--- src/rtl/assert_macros.svh ---
// Assertion macros used by the top RTL file of the effective-address block.
// Define NO_ASSERTIONS to compile the design without its checks.
`ifndef ASSERT_MACROS_SVH
`define ASSERT_MACROS_SVH

`ifndef NO_ASSERTIONS
// Implication checked at every rising edge outside reset.
`define MSEA_ASSERT(lbl, clk, rst_n, prop) \
	lbl: assert property (@(posedge clk) disable iff (!rst_n) (prop)) \
		else $error("assertion failed");
// Condition that must never hold outside reset.
`define MSEA_NEVER(lbl, clk, rst_n, cond) \
	lbl: assert property (@(posedge clk) disable iff (!rst_n) !(cond)) \
		else $error("forbidden condition seen");
`else
`define MSEA_ASSERT(lbl, clk, rst_n, prop)
`define MSEA_NEVER(lbl, clk, rst_n, cond)
`endif

`endif

--- src/rtl/msea_pkg.sv ---
// Types and encoding constants for the ModRM/SIB effective-address block.
// No dependencies; used by both modules.
package msea_pkg;

	localparam int unsigned RegIdxW = 4;
	localparam int unsigned RegW    = 64;

	// Command codes
	localparam logic CMD_WRITE = 1'b0;
	localparam logic CMD_ADDR  = 1'b1;

	// ModRM mod field
	localparam logic [1:0] MOD_NODISP = 2'd0;
	localparam logic [1:0] MOD_DISP8  = 2'd1;
	localparam logic [1:0] MOD_DISP32 = 2'd2;
	localparam logic [1:0] MOD_REG    = 2'd3;

	// ModRM rm field and SIB special encodings
	localparam logic [2:0] RM_SIB      = 3'd4;
	localparam logic [2:0] RM_DISP     = 3'd5;
	localparam logic [3:0] INDEX_NONE  = 4'd4;
	localparam logic [2:0] BASE_NONE   = 3'd5;

	// Address size codes
	localparam logic [1:0] ASZ_16 = 2'd0;
	localparam logic [1:0] ASZ_32 = 2'd1;
	localparam logic [1:0] ASZ_64 = 2'd2;

	localparam logic [3:0] REX_HIGH = 4'h4;

	typedef struct packed {
		logic       mem;
		logic       is_sib;
		logic       riprel;
		logic       no_base;
		logic       idx_none;
		logic [1:0] scale;
		logic [1:0] asz;
	} msea_ctrl_t;

endpackage

--- src/rtl/msea_in_if.sv ---
// Input channel of the effective-address block: valid/ready plus one item.
// Depends on nothing but the field widths of the work item.
interface msea_in_if;
	logic        valid;
	logic        ready;
	logic        cmd;
	logic [3:0]  write_index;
	logic [63:0] write_value;
	logic [7:0]  modrm_byte;
	logic [7:0]  rex_byte;
	logic [39:0] following_bytes;
	logic [63:0] current_rip;
	logic [3:0]  instr_length;
	logic [1:0]  address_size;

	modport source (
		output valid, cmd, write_index, write_value, modrm_byte, rex_byte,
			following_bytes, current_rip, instr_length, address_size,
		input  ready
	);
	modport sink (
		input  valid, cmd, write_index, write_value, modrm_byte, rex_byte,
			following_bytes, current_rip, instr_length, address_size,
		output ready
	);
endinterface

--- src/rtl/msea_out_if.sv ---
// Result channel of the effective-address block: valid/ready plus one result.
// Depends on nothing.
interface msea_out_if;
	logic        valid;
	logic        ready;
	logic [63:0] effective_address;
	logic        memory_access;

	modport source (
		output valid, effective_address, memory_access,
		input  ready
	);
	modport sink (
		input  valid, effective_address, memory_access,
		output ready
	);
endinterface

--- src/rtl/modrm_sib_effective_address_top.sv ---
// x86-64 ModRM/SIB effective-address generator with a 16-entry register file.
// Channel "in" carries work items: cmd 0 writes write_value into register
// write_index, cmd 1 computes the memory-operand address from modrm_byte,
// rex_byte, following_bytes, current_rip, instr_length and address_size.
// Channel "out" returns exactly one result per item, in order: the address
// and memory_access, both zero for writes and register operands (mod 3).
// Writes land in the register file at their transfer, so any later item
// sees them without delay.
// A result passes through the register-file read, the base/index add and
// the displacement add into the output register. Throughput: one item per
// cycle while the output holds no untaken result, set by the single write
// port and the two read ports of the register file.
// Reset empties the pipeline and makes every register read as zero until
// it is written. While the output holds an untaken result, the whole
// pipeline and in.ready stall; nothing is dropped.
module modrm_sib_effective_address_top
	import msea_pkg::*;
(
	input  logic      clk,
	input  logic      arst_n,
	msea_in_if.sink   in,
	msea_out_if.source out
);

`include "assert_macros.svh"

	logic en;
	logic accept;

	// decode of the incoming item
	logic [1:0]         mod;
	logic [2:0]         rm;
	logic               rex_ok;
	logic               rx;
	logic               rb;
	logic [7:0]         sib;
	logic [RegIdxW-1:0] idx;
	logic [RegIdxW-1:0] base_addr;
	logic [7:0]         d8;
	logic [31:0]        d32;
	logic [RegW-1:0]    d32_ext;
	logic [RegW-1:0]    disp;
	msea_ctrl_t         ctrl;

	// stage 1: register data returning from the file
	logic            valid_s1;
	msea_ctrl_t      ctrl_s1;
	logic [RegW-1:0] rip_s1;
	logic [RegW-1:0] disp_s1;
	logic [RegW-1:0] rd_a;
	logic [RegW-1:0] rd_b;
	logic [RegW-1:0] base_trunc;
	logic [RegW-1:0] term_a;
	logic [RegW-1:0] term_b;

	// stage 2: partial sum
	logic            valid_s2;
	logic            mem_s2;
	logic [RegW-1:0] sum_s2;
	logic [RegW-1:0] disp_s2;

	// output register
	logic            out_valid_q;
	logic [RegW-1:0] ea_q;
	logic            mem_q;

	assign en       = !out_valid_q || out.ready;
	assign in.ready = en;
	assign accept   = in.valid && en;

	always_comb begin
		mod       = in.modrm_byte[7:6];
		rm        = in.modrm_byte[2:0];
		rex_ok    = (in.rex_byte[7:4] == REX_HIGH);
		rx        = rex_ok && in.rex_byte[1];
		rb        = rex_ok && in.rex_byte[0];
		sib       = in.following_bytes[7:0];
		idx       = {rx, sib[5:3]};

		ctrl.mem      = (in.cmd == CMD_ADDR) && (mod != MOD_REG);
		ctrl.is_sib   = (rm == RM_SIB);
		ctrl.riprel   = (mod == MOD_NODISP) && (rm == RM_DISP);
		ctrl.no_base  = ctrl.is_sib && (mod == MOD_NODISP) && (sib[2:0] == BASE_NONE);
		ctrl.idx_none = (idx == INDEX_NONE);
		ctrl.scale    = sib[7:6];
		ctrl.asz      = in.address_size;

		base_addr = ctrl.is_sib ? {rb, sib[2:0]} : {rb, rm};

		// displacement starts after the SIB byte when there is one
		d8      = ctrl.is_sib ? in.following_bytes[15:8] : in.following_bytes[7:0];
		d32     = ctrl.is_sib ? in.following_bytes[39:8] : in.following_bytes[31:0];
		d32_ext = {{(RegW-32){d32[31]}}, d32};

		if (ctrl.riprel) begin
			disp = d32_ext + {{(RegW-4){1'b0}}, in.instr_length};
		end else if (ctrl.no_base) begin
			disp = d32_ext;
		end else begin
			case (mod)
				MOD_DISP8:  disp = {{(RegW-8){d8[7]}}, d8};
				MOD_DISP32: disp = d32_ext;
				default:    disp = '0;
			endcase
		end
	end

	msea_regfile u_regfile (
		.clk     (clk),
		.arst_n  (arst_n),
		.we      (accept && (in.cmd == CMD_WRITE)),
		.waddr   (in.write_index),
		.wdata   (in.write_value),
		.re      (en),
		.raddr_a (idx),
		.raddr_b (base_addr),
		.rdata_a (rd_a),
		.rdata_b (rd_b)
	);

	always_ff @(posedge clk or negedge arst_n) begin
		if (!arst_n) begin
			valid_s1    <= 1'b0;
			valid_s2    <= 1'b0;
			out_valid_q <= 1'b0;
		end else if (en) begin
			valid_s1    <= in.valid;
			valid_s2    <= valid_s1;
			out_valid_q <= valid_s2;
		end
	end

	always_ff @(posedge clk) begin
		if (en) begin
			ctrl_s1 <= ctrl;
			rip_s1  <= in.current_rip;
			disp_s1 <= disp;
		end
	end

	always_comb begin
		unique case (ctrl_s1.asz)
			ASZ_16:  base_trunc = {{(RegW-16){1'b0}}, rd_b[15:0]};
			ASZ_32:  base_trunc = {{(RegW-32){1'b0}}, rd_b[31:0]};
			default: base_trunc = rd_b;
		endcase

		if (ctrl_s1.is_sib) begin
			term_a = ctrl_s1.idx_none ? '0 : (rd_a << ctrl_s1.scale);
			term_b = ctrl_s1.no_base ? '0 : rd_b;
		end else if (ctrl_s1.riprel) begin
			term_a = rip_s1;
			term_b = '0;
		end else begin
			term_a = base_trunc;
			term_b = '0;
		end
	end

	always_ff @(posedge clk) begin
		if (en) begin
			mem_s2  <= ctrl_s1.mem;
			sum_s2  <= term_a + term_b;
			disp_s2 <= disp_s1;
		end
	end

	always_ff @(posedge clk) begin
		if (en) begin
			mem_q <= mem_s2;
			ea_q  <= mem_s2 ? (sum_s2 + disp_s2) : '0;
		end
	end

	assign out.valid             = out_valid_q;
	assign out.effective_address = ea_q;
	assign out.memory_access     = mem_q;

	`MSEA_ASSERT(a_reg_operand_zero, clk, arst_n,
		(out.valid && !out.memory_access) |-> (out.effective_address == '0))
	`MSEA_ASSERT(a_write_no_access, clk, arst_n,
		(accept && (in.cmd == CMD_WRITE)) |=> (valid_s1 && !ctrl_s1.mem))
	`MSEA_ASSERT(a_stall_holds_pipe, clk, arst_n,
		!en |=> ($stable(valid_s1) && $stable(valid_s2) && $stable(sum_s2)))
	`MSEA_NEVER(a_sib_not_riprel, clk, arst_n,
		valid_s1 && ctrl_s1.is_sib && ctrl_s1.riprel)

endmodule

--- src/rtl/msea_regfile.sv ---
// 16 x 64 general register file: one write port, two registered read ports.
// Per-entry valid bits make unwritten registers read as zero after reset.
module msea_regfile
	import msea_pkg::*;
(
	input  logic               clk,
	input  logic               arst_n,
	input  logic               we,
	input  logic [RegIdxW-1:0] waddr,
	input  logic [RegW-1:0]    wdata,
	input  logic               re,
	input  logic [RegIdxW-1:0] raddr_a,
	input  logic [RegIdxW-1:0] raddr_b,
	output logic [RegW-1:0]    rdata_a,
	output logic [RegW-1:0]    rdata_b
);

	localparam int unsigned Depth = 2 ** RegIdxW;

	logic [RegW-1:0]  mem [Depth];
	logic [Depth-1:0] vld_q;
	logic [RegW-1:0]  rd_a_q;
	logic [RegW-1:0]  rd_b_q;
	logic             rd_a_vld_q;
	logic             rd_b_vld_q;

	always_ff @(posedge clk) begin
		if (we) begin
			mem[waddr] <= wdata;
		end
	end

	always_ff @(posedge clk or negedge arst_n) begin
		if (!arst_n) begin
			vld_q <= '0;
		end else if (we) begin
			vld_q[waddr] <= 1'b1;
		end
	end

	always_ff @(posedge clk) begin
		if (re) begin
			rd_a_q <= mem[raddr_a];
			rd_b_q <= mem[raddr_b];
		end
	end

	always_ff @(posedge clk or negedge arst_n) begin
		if (!arst_n) begin
			rd_a_vld_q <= 1'b0;
			rd_b_vld_q <= 1'b0;
		end else if (re) begin
			rd_a_vld_q <= vld_q[raddr_a];
			rd_b_vld_q <= vld_q[raddr_b];
		end
	end

	assign rdata_a = rd_a_vld_q ? rd_a_q : '0;
	assign rdata_b = rd_b_vld_q ? rd_b_q : '0;

endmodule
--- src/flat_wrapper.sv ---
// flat-port wrapper written by rule: the top's interface ports become plain ports
module modrm_sib_effective_address_top_flat import msea_pkg::*;
  (clk, arst_n, in_valid, in_cmd, in_write_index, in_write_value, in_modrm_byte, in_rex_byte, in_following_bytes, in_current_rip, in_instr_length, in_address_size, in_ready, out_valid, out_effective_address, out_memory_access, out_ready);
  msea_in_if in_i ();
  msea_out_if out_i ();
  input  logic clk;
  input  logic arst_n;
  input wire logic [$bits(in_i.valid)-1:0] in_valid;
  input wire logic [$bits(in_i.cmd)-1:0] in_cmd;
  input wire logic [$bits(in_i.write_index)-1:0] in_write_index;
  input wire logic [$bits(in_i.write_value)-1:0] in_write_value;
  input wire logic [$bits(in_i.modrm_byte)-1:0] in_modrm_byte;
  input wire logic [$bits(in_i.rex_byte)-1:0] in_rex_byte;
  input wire logic [$bits(in_i.following_bytes)-1:0] in_following_bytes;
  input wire logic [$bits(in_i.current_rip)-1:0] in_current_rip;
  input wire logic [$bits(in_i.instr_length)-1:0] in_instr_length;
  input wire logic [$bits(in_i.address_size)-1:0] in_address_size;
  output wire logic [$bits(in_i.ready)-1:0] in_ready;
  output wire logic [$bits(out_i.valid)-1:0] out_valid;
  output wire logic [$bits(out_i.effective_address)-1:0] out_effective_address;
  output wire logic [$bits(out_i.memory_access)-1:0] out_memory_access;
  input wire logic [$bits(out_i.ready)-1:0] out_ready;
  assign in_i.valid = in_valid;
  assign in_i.cmd = in_cmd;
  assign in_i.write_index = in_write_index;
  assign in_i.write_value = in_write_value;
  assign in_i.modrm_byte = in_modrm_byte;
  assign in_i.rex_byte = in_rex_byte;
  assign in_i.following_bytes = in_following_bytes;
  assign in_i.current_rip = in_current_rip;
  assign in_i.instr_length = in_instr_length;
  assign in_i.address_size = in_address_size;
  assign in_ready = in_i.ready;
  assign out_valid = out_i.valid;
  assign out_effective_address = out_i.effective_address;
  assign out_memory_access = out_i.memory_access;
  assign out_i.ready = out_ready;
  modrm_sib_effective_address_top u_core (.clk(clk), .arst_n(arst_n), .in(in_i), .out(out_i));
endmodule
--- config.mk ---
export PLATFORM = sky130hd
export DESIGN_NAME = modrm_sib_effective_address_top_flat
export DESIGN_NICKNAME = d
export VERILOG_FILES = /design/src/rtl/msea_pkg.sv /design/src/rtl/msea_in_if.sv /design/src/rtl/msea_out_if.sv /design/src/rtl/modrm_sib_effective_address_top.sv /design/src/rtl/msea_regfile.sv /design/src/flat_wrapper.sv
export VERILOG_INCLUDE_DIRS = /design/src /design/src/rtl
export SDC_FILE = /design/constraint.sdc
export NUM_CORES = 2
export LEC_CHECK = 0
export BUFFER_PORTS_ARGS = -buffer_cell sky130_fd_sc_hd__buf_2
export CORE_MARGIN = 10
export CORE_UTILIZATION = 35
export CTS_BUF_LIST = sky130_fd_sc_hd__clkbuf_4 sky130_fd_sc_hd__clkbuf_8
export DETAILED_ROUTE_END_ITERATION = 10
export PLACE_DENSITY = 0.56
export SETUP_SLACK_MARGIN = 0.15
export SYNTH_ARGS = -nofsm -noshare
export SYNTH_HDL_FRONTEND = slang
export SYNTH_SLANG_ARGS = --single-unit
--- constraint.sdc ---
create_clock -name clk -period 28.7 [get_ports clk]
set_input_delay 0 -clock clk [delete_from_list [all_inputs] [get_ports clk]]
set_output_delay 0 -clock clk [all_outputs]
set_load 0.03 [all_outputs]
Word-level counts from Yosys, hierarchy flattened
Memories as Yosys holds them, arrays and structs flattened. A register that Yosys moved wholly into a read port is not among the register bits.
Index checks and enable logic that the tools add are counted.
W data, S select, Z words.

storage, ports and cells
  bits in registers = 352
  RAM bits = 1024
  memories = 1

operators by class
  add/subtract/negate cells = 3
  order comparisons = 4
  equal/unequal tests = 9
  shift-type cells = 1
  mux-type cells = 22
  bitwise logic cells = 2
  reduce and logical (&&, ||, !) cells = 13

memory list
  name                  depth  bits a word  read ports  clocked after memory_dff  write ports  RTL line            RTL
  u_core.u_regfile.mem  16     64           2           2                         1            msea_regfile.sv:20  logic [RegW-1:0] mem [Depth];

operators by type and width
  kind                  count
  $mux W64              9
  $pmux W64 S2          2
  $add A64 B64 Y64      2
  $shl A64 B2 Y64       1
  $add A32 B5 Y33       1
  $mux W32              1
  $or A16 B16 Y16       1
  $lt A4 B5 Y1 const B  3
  $eq A3 B3 Y1 const B  3
  $logic_and A1 B1 Y1   9
  $bmux W1 S4           2
  $eq A4 B3 Y1 const B  2
  $mux W8               1
  $mux W1               5
  $demux W1 S4          1
  $eq A2 B1 Y1 const B  2
  $ge A4 B1 Y1 const B  1
  $logic_not A2 Y1      2
  $mux W3               1
  $eq A2 B2 Y1 const B  1
  $ne A2 B2 Y1 const B  1
  $logic_not A1 Y1      1
  $logic_or A1 B1 Y1    1
  $not A1 Y1            1

Longest topological paths before layout
  depth in word-level cells = 6
  depth in mapped cells = 20
  mapped depth without buffers = 17

Hierarchy
From an unflattened synthesis, not the netlist that was laid out.

second synthesis, totals
  cells, all modules = 4273
  area, all modules = 72055.4 µm²

modules (own cells, without submodules)
  module                           times used  cells an instance  area each (µm²)  seq. area each (µm²)
  msea_regfile                     1           2151               51703.3          35043.6
  modrm_sib_effective_address_top  1           2122               20352.0          8152.8

Worst setup path before layout
OpenSTA, ideal clock, no wires.

  path kind = reg-to-reg
  start = register u_core.out_valid_q, in the netlist u_core.out.valid
  end = register u_core.u_regfile.vld_q[12]
  library setup time = 0.092 ns
  data arrival time = 18.070 ns
  data required time = 28.608 ns
  slack = 10.538 ns
  cell stages (with the launch flop) = 7
  buffers on the path = 1
  clock period less this slack = 18.162 ns
  cells stage by stage = dfrtp_1 nand2b_1 clkbuf_1 and3b_1 nand3_1 nor3_1 or2_2

on the way
  longest elaborated chain between the ends = 4

RTL lines
  element                         RTL line                                RTL
  start: declaration              modrm_sib_effective_address_top.sv:63   logic out_valid_q;
  start signal: assignment        modrm_sib_effective_address_top.sv:129  out_valid_q <= valid_s2;
  $logic_not A1 Y1                modrm_sib_effective_address_top.sv:67   assign en = !out_valid_q || out.ready;
  $logic_or A1 B1 Y1              modrm_sib_effective_address_top.sv:67
  named net in_ready              flat_wrapper.sv:18                      output wire logic [$bits(in_i.ready)-1:0] in_ready;
  $logic_and A1 B1 Y1             modrm_sib_effective_address_top.sv:69   assign accept = in.valid && en;
  $logic_and A1 B1 Y1             modrm_sib_effective_address_top.sv:111  .we (accept && (in.cmd == CMD_WRITE)),
  end signal: assignment          msea_regfile.sv:35                      vld_q <= '0;
  end signal: indexed assignment  msea_regfile.sv:37                      vld_q[waddr] <= 1'b1;
  end: declaration                msea_regfile.sv:21                      logic [Depth-1:0] vld_q;

The timed path passes the listed nets, and every way through them passes these cells.
A chain may end at the register's enable or synchronous reset.

Worst setup path in the final report
  start = register u_core.ctrl_s1[6] in the netlist's numbering
  end = register u_core.sum_s2[57], data pin

on the way
  longest elaborated chain between the ends = 3

RTL lines
  element                   RTL line                                RTL
  start: declaration        modrm_sib_effective_address_top.sv:47   msea_ctrl_t ctrl_s1;
  start signal: assignment  modrm_sib_effective_address_top.sv:135  ctrl_s1 <= ctrl;
  $mux W64                  modrm_sib_effective_address_top.sv:151  end else if (ctrl_s1.riprel) begin
  $mux W64                  modrm_sib_effective_address_top.sv:148  if (ctrl_s1.is_sib) begin
  $add A64 B64 Y64          modrm_sib_effective_address_top.sv:163  sum_s2 <= term_a + term_b;
  end signal: assignment    modrm_sib_effective_address_top.sv:163
  end: declaration          modrm_sib_effective_address_top.sv:59   logic [RegW-1:0] sum_s2;

No other way between the ends.

==> impl_metrics.csv <==
group,metric,value,unit
global_routing,antenna_found_initial,37,
timing,relSlewSlack,31.2,%
timing,rsz0062_at_grt,"false",
logic_synthesis,avgSynthCellArea,15.7,um2
power_and_ir_drop,p_leak,29.1,nW
status,status,"completed",
logic_synthesis,synth_area_leader_cell,"edfxtp_1",
logic_synthesis,synth.area.top_cells,"edfxtp_1 59%, mux4_2 18%, ha_1 2.3%, nand2_1 1.8%, nor2_1 1.4%",
detailed_routing,vias,45700,
critical_path,r2r_slack,23.18,ns
timing,worst_pin_slew,1.03,ns
detailed_routing,drt_iter0_drc,4436,
timing,hold_viol_final,0,
cells_and_area,fillers,18600,
logic_synthesis,synth_common_cells,"1,421 x edfxtp_1, 586 x mux4_2, 347 x nand2_1, 263 x nor2_1, 199 x clkbuf_1",
cells_and_area,fin_cells,8083,
power_and_ir_drop,ir_worst_vdd,0.0416,mV
cells_and_area,multi_input_area,27400,um2
cells_and_area,seqCellArea,43200,um2
global_routing,gr-usage-all-layers,18.3,%
critical_path,crit_start,"u_core.ctrl_s1[6]",
placed_design,dp_hpwl,130,mm
logic_synthesis,async_flop_share,1.46,%
floorplan,floorplan.initialDensity,35.1,%
detailed_routing,drtAntennaViolNets,0,
worst_hold_path,hold_path_startpoint,"in_cmd",
cells_and_area,nets,5540,
clock_tree,path_clk_slew,0.07,ns
floorplan,die_y,473,um
critical_path,r2r_start,"u_core.ctrl_s1[6]",
detailed_routing,drc,0,
floorplan,dieArea,224000,um2
logic_synthesis,postSynthNetCount,4911,
timing,period_share,19.2,%
critical_path,path_class,"register to register",
logic_synthesis,synthFlopType,"edfxtp_1",
timing,finClkSkew,0.0506,ns
logic_synthesis,ys_ff_latch,1442,
detailed_routing,routed_wl,210,mm
logic_synthesis,synth_edf_count,1421,
critical_path,cpPeakStageDelay,0.75,ns
timing,finalCriticalPeriod,5.52,ns
logic_synthesis,yosysSeqAreaShare,60.2,%
critical_path,slowest_stage,"edfxtp_1",
clock_tree,cts_sinks,1442,
logic_synthesis,syn_inst,4575,
clock_tree,cts.htree.levels,4,
power_and_ir_drop,pwr_density_cell,67.3,nW/um2
critical_path,startpoint_type,"register",
cells_and_area,drive_above_1_share,26.2,%
detailed_routing,drt-pass1-iter-count,7,
clock_tree,cts_tree,"done",
logic_synthesis,synth_warnings,0,
cells_and_area,area_growth,17.5,%
critical_path,timing.rr.end,"u_core.sum_s2[57]",
floorplan,ios,266,
timing,report.final.slew_viol_count,0,
logic_synthesis,synthDistinctLibCells,88,
worst_hold_path,hold_path_class,"input pin to register",
global_routing,grt_pass1_vias,46400,
logic_synthesis,syn_area,71800,um2
critical_path,endpoint,"u_core.sum_s2[57]",
timing,fmax,0.181,GHz
detailed_routing,routedWlPerCell,26.0,um
placed_design,placed_cells,7292,
floorplan,coreArea,204000,um2
floorplan,die-width,473,um
job,cap_violations,0,
clock_tree,cts_buffer_depth,3,
critical_path,cp_cell_sequence,"buf_4, nor2_1, buf_4, a32oi_1, o22ai_1, ha_1, a21oi_1, nor2b_1, o21ai_0, nor4bb_1, o21ai_0, o21ai_0, nand3_1, a221oi_1, o21bai_1, xor2_1",
clock_tree,cts_made_buffers,224,
placed_design,port-buffer-count,260,
clock_tree,worst_skew_pair.late_latency,1.00,ns
logic_synthesis,synth_top_area_share,59.4,%
critical_path,end_kind,"register",
critical_path,worstPathRequired,29.40,ns
timing,setup-tns-final,0,ns
global_routing,grt_max_degree,139,
logic_synthesis,synthMostInstantiatedCell,"edfxtp_1",
clock_tree,cts-root-buf,"clkbuf_8",
global_routing,grt_pass1_wl,310,mm
floorplan,std_cell_rows,166,
cells_and_area,final_core_util,41.3,%
critical_path,cp.arrival,6.22,ns
critical_path,crit_path_frequent_cell,"o21ai_0",
timing,finalSetupViolCount,0,
critical_path,rr_worst_depth,16,
global_routing,grt_overflow,0,
detailed_routing,via_per_inst,5.66,
critical_path,crit_fanout,64,
placed_design,gp_congestion,0.877,
[state kept, by name (all words and copies together) (netlist names)]
register                      count
u_core.out.memory_access          1
u_core.u_regfile.rd_a_vld_q       1
u_core.rip_s1                    64
u_core.u_regfile.rd_b_vld_q       1
u_core.u_regfile.mem           1024
u_core.u_regfile.vld_q           16
u_core.u_regfile.rd_b_q          64
u_core.valid_s2                   1
u_core.mem_s2                     1
u_core.out.valid                  1
u_core.valid_s1                   1
u_core.disp_s2                   33
u_core.disp_s1                   33
u_core.sum_s2                    64
u_core.out.effective_address     64
u_core.ctrl_s1                    9
u_core.u_regfile.rd_a_q          64
[routing by layer]
metal  up-vias  GRT usage (%)  part of all wire [%]
li1      19900              -                     -
met4        28           5.14                   2.5
met1     23700           24.9                    43
met5         -              0                 0.079
met3       332           3.93                   7.6
met2      1799           29.6                    47
[worst min path at each step]
stage                                  to  slack, ns  depth (start not counted)
5_1_grt        u_core.u_regfile.mem[3][7]       0.06                          4
6_report       u_core.u_regfile.mem[3][7]       0.08                          4
4_1_cts        u_core.u_regfile.mem[3][7]     0.0001                          4
2_1_floorplan            u_core.out.valid      -0.30                          0
3_3_place_gp              u_core.valid_s1       0.01                          1
3_5_place_dp              u_core.valid_s2       0.03                          1
[layout by cell type, fill, tap and decap left out, types with 134 or more instances in the layout]
| cell type | n |
|---|---|
| edfxtp_1 | 1421 |
| mux4_2 | 586 |
| dlygate4sd3_1 | 373 |
| nand2_1 | 345 |
| buf_2 | 257 |
| nor2_1 | 250 |
| clkbuf_8 | 229 |
| a21oi_1 | 182 |
| a31oi_1 | 139 |
| ha_1 | 134 |
[worst max-delay path, delay by kind of cell, from the launching register on]
kind / cells / cell delay, ns
buffers and inverters: 2 / 0.86
adder cells (fa/ha/maj): 1 / 0.42
flip-flops: 1 / 0.75
AO/OA/AOI/OAI: 8 / 2.17
AND/OR/NAND/NOR: 4 / 0.86
XOR/XNOR: 1 / 0.16
[metrics by stage]
stage	hold WS (ns)	total power (W)	instance area, um2	setup slack [ns]
6_report	0.0783	0.00568	84400	23.18
5_1_grt	0.0613	0.00597	84300	22.78
4_1_cts	0.000100	0.00572	84300	23.24
3_5_place_dp	0.0253	0.00394	76100	23.29
3_3_place_gp	0.0120	0.00394	76100	23.20
2_1_floorplan	-0.296	0.00359	71800	10.54
[power by group]
part	leakage [nW]	internal [W]	switching, W
logic	13.2	0.000502	0.000808
registers	13.6	0.00253	0.000107
clock network	2.34	0.000897	0.000831
total	29.1	0.00393	0.00175
[layout make-up]
type | count | area share [%]
Timing Repair Buffer | 713 | 6.81
Sequential cell | 1442 | 51.2
Tap cell | 2688 | 3.99
Inverter | 41 | 0.184
Antenna cell | 8 | 0.0237
Multi-Input combinational cell | 2782 | 32.5
Clock buffer | 287 | 4.25
Clock inverter | 122 | 1.04
[kinds of logic (layout without fill, tap and decap cells)]
logic type,count (synthesis),count (layout),share of synthesized area [%]
flops,1442,1442,60.2
compound gates,832,832,7.40
buf+inv,351,1163,1.90
simple gates,985,985,6.48
mux,683,683,19.8
xor+xnor,145,145,1.77
fa+ha+maj,137,137,2.42
other cells,0,8,0
[repair_timing]
item | in CTS | in global routing
hold buffers | 374 | 0
setup endpoints to repair | 0 | 0
hold endpoints to repair | 1560 | 0
resized for setup | 0 | 0
buffers inserted | 0 | 0
(Power assumes the default switching activity.)
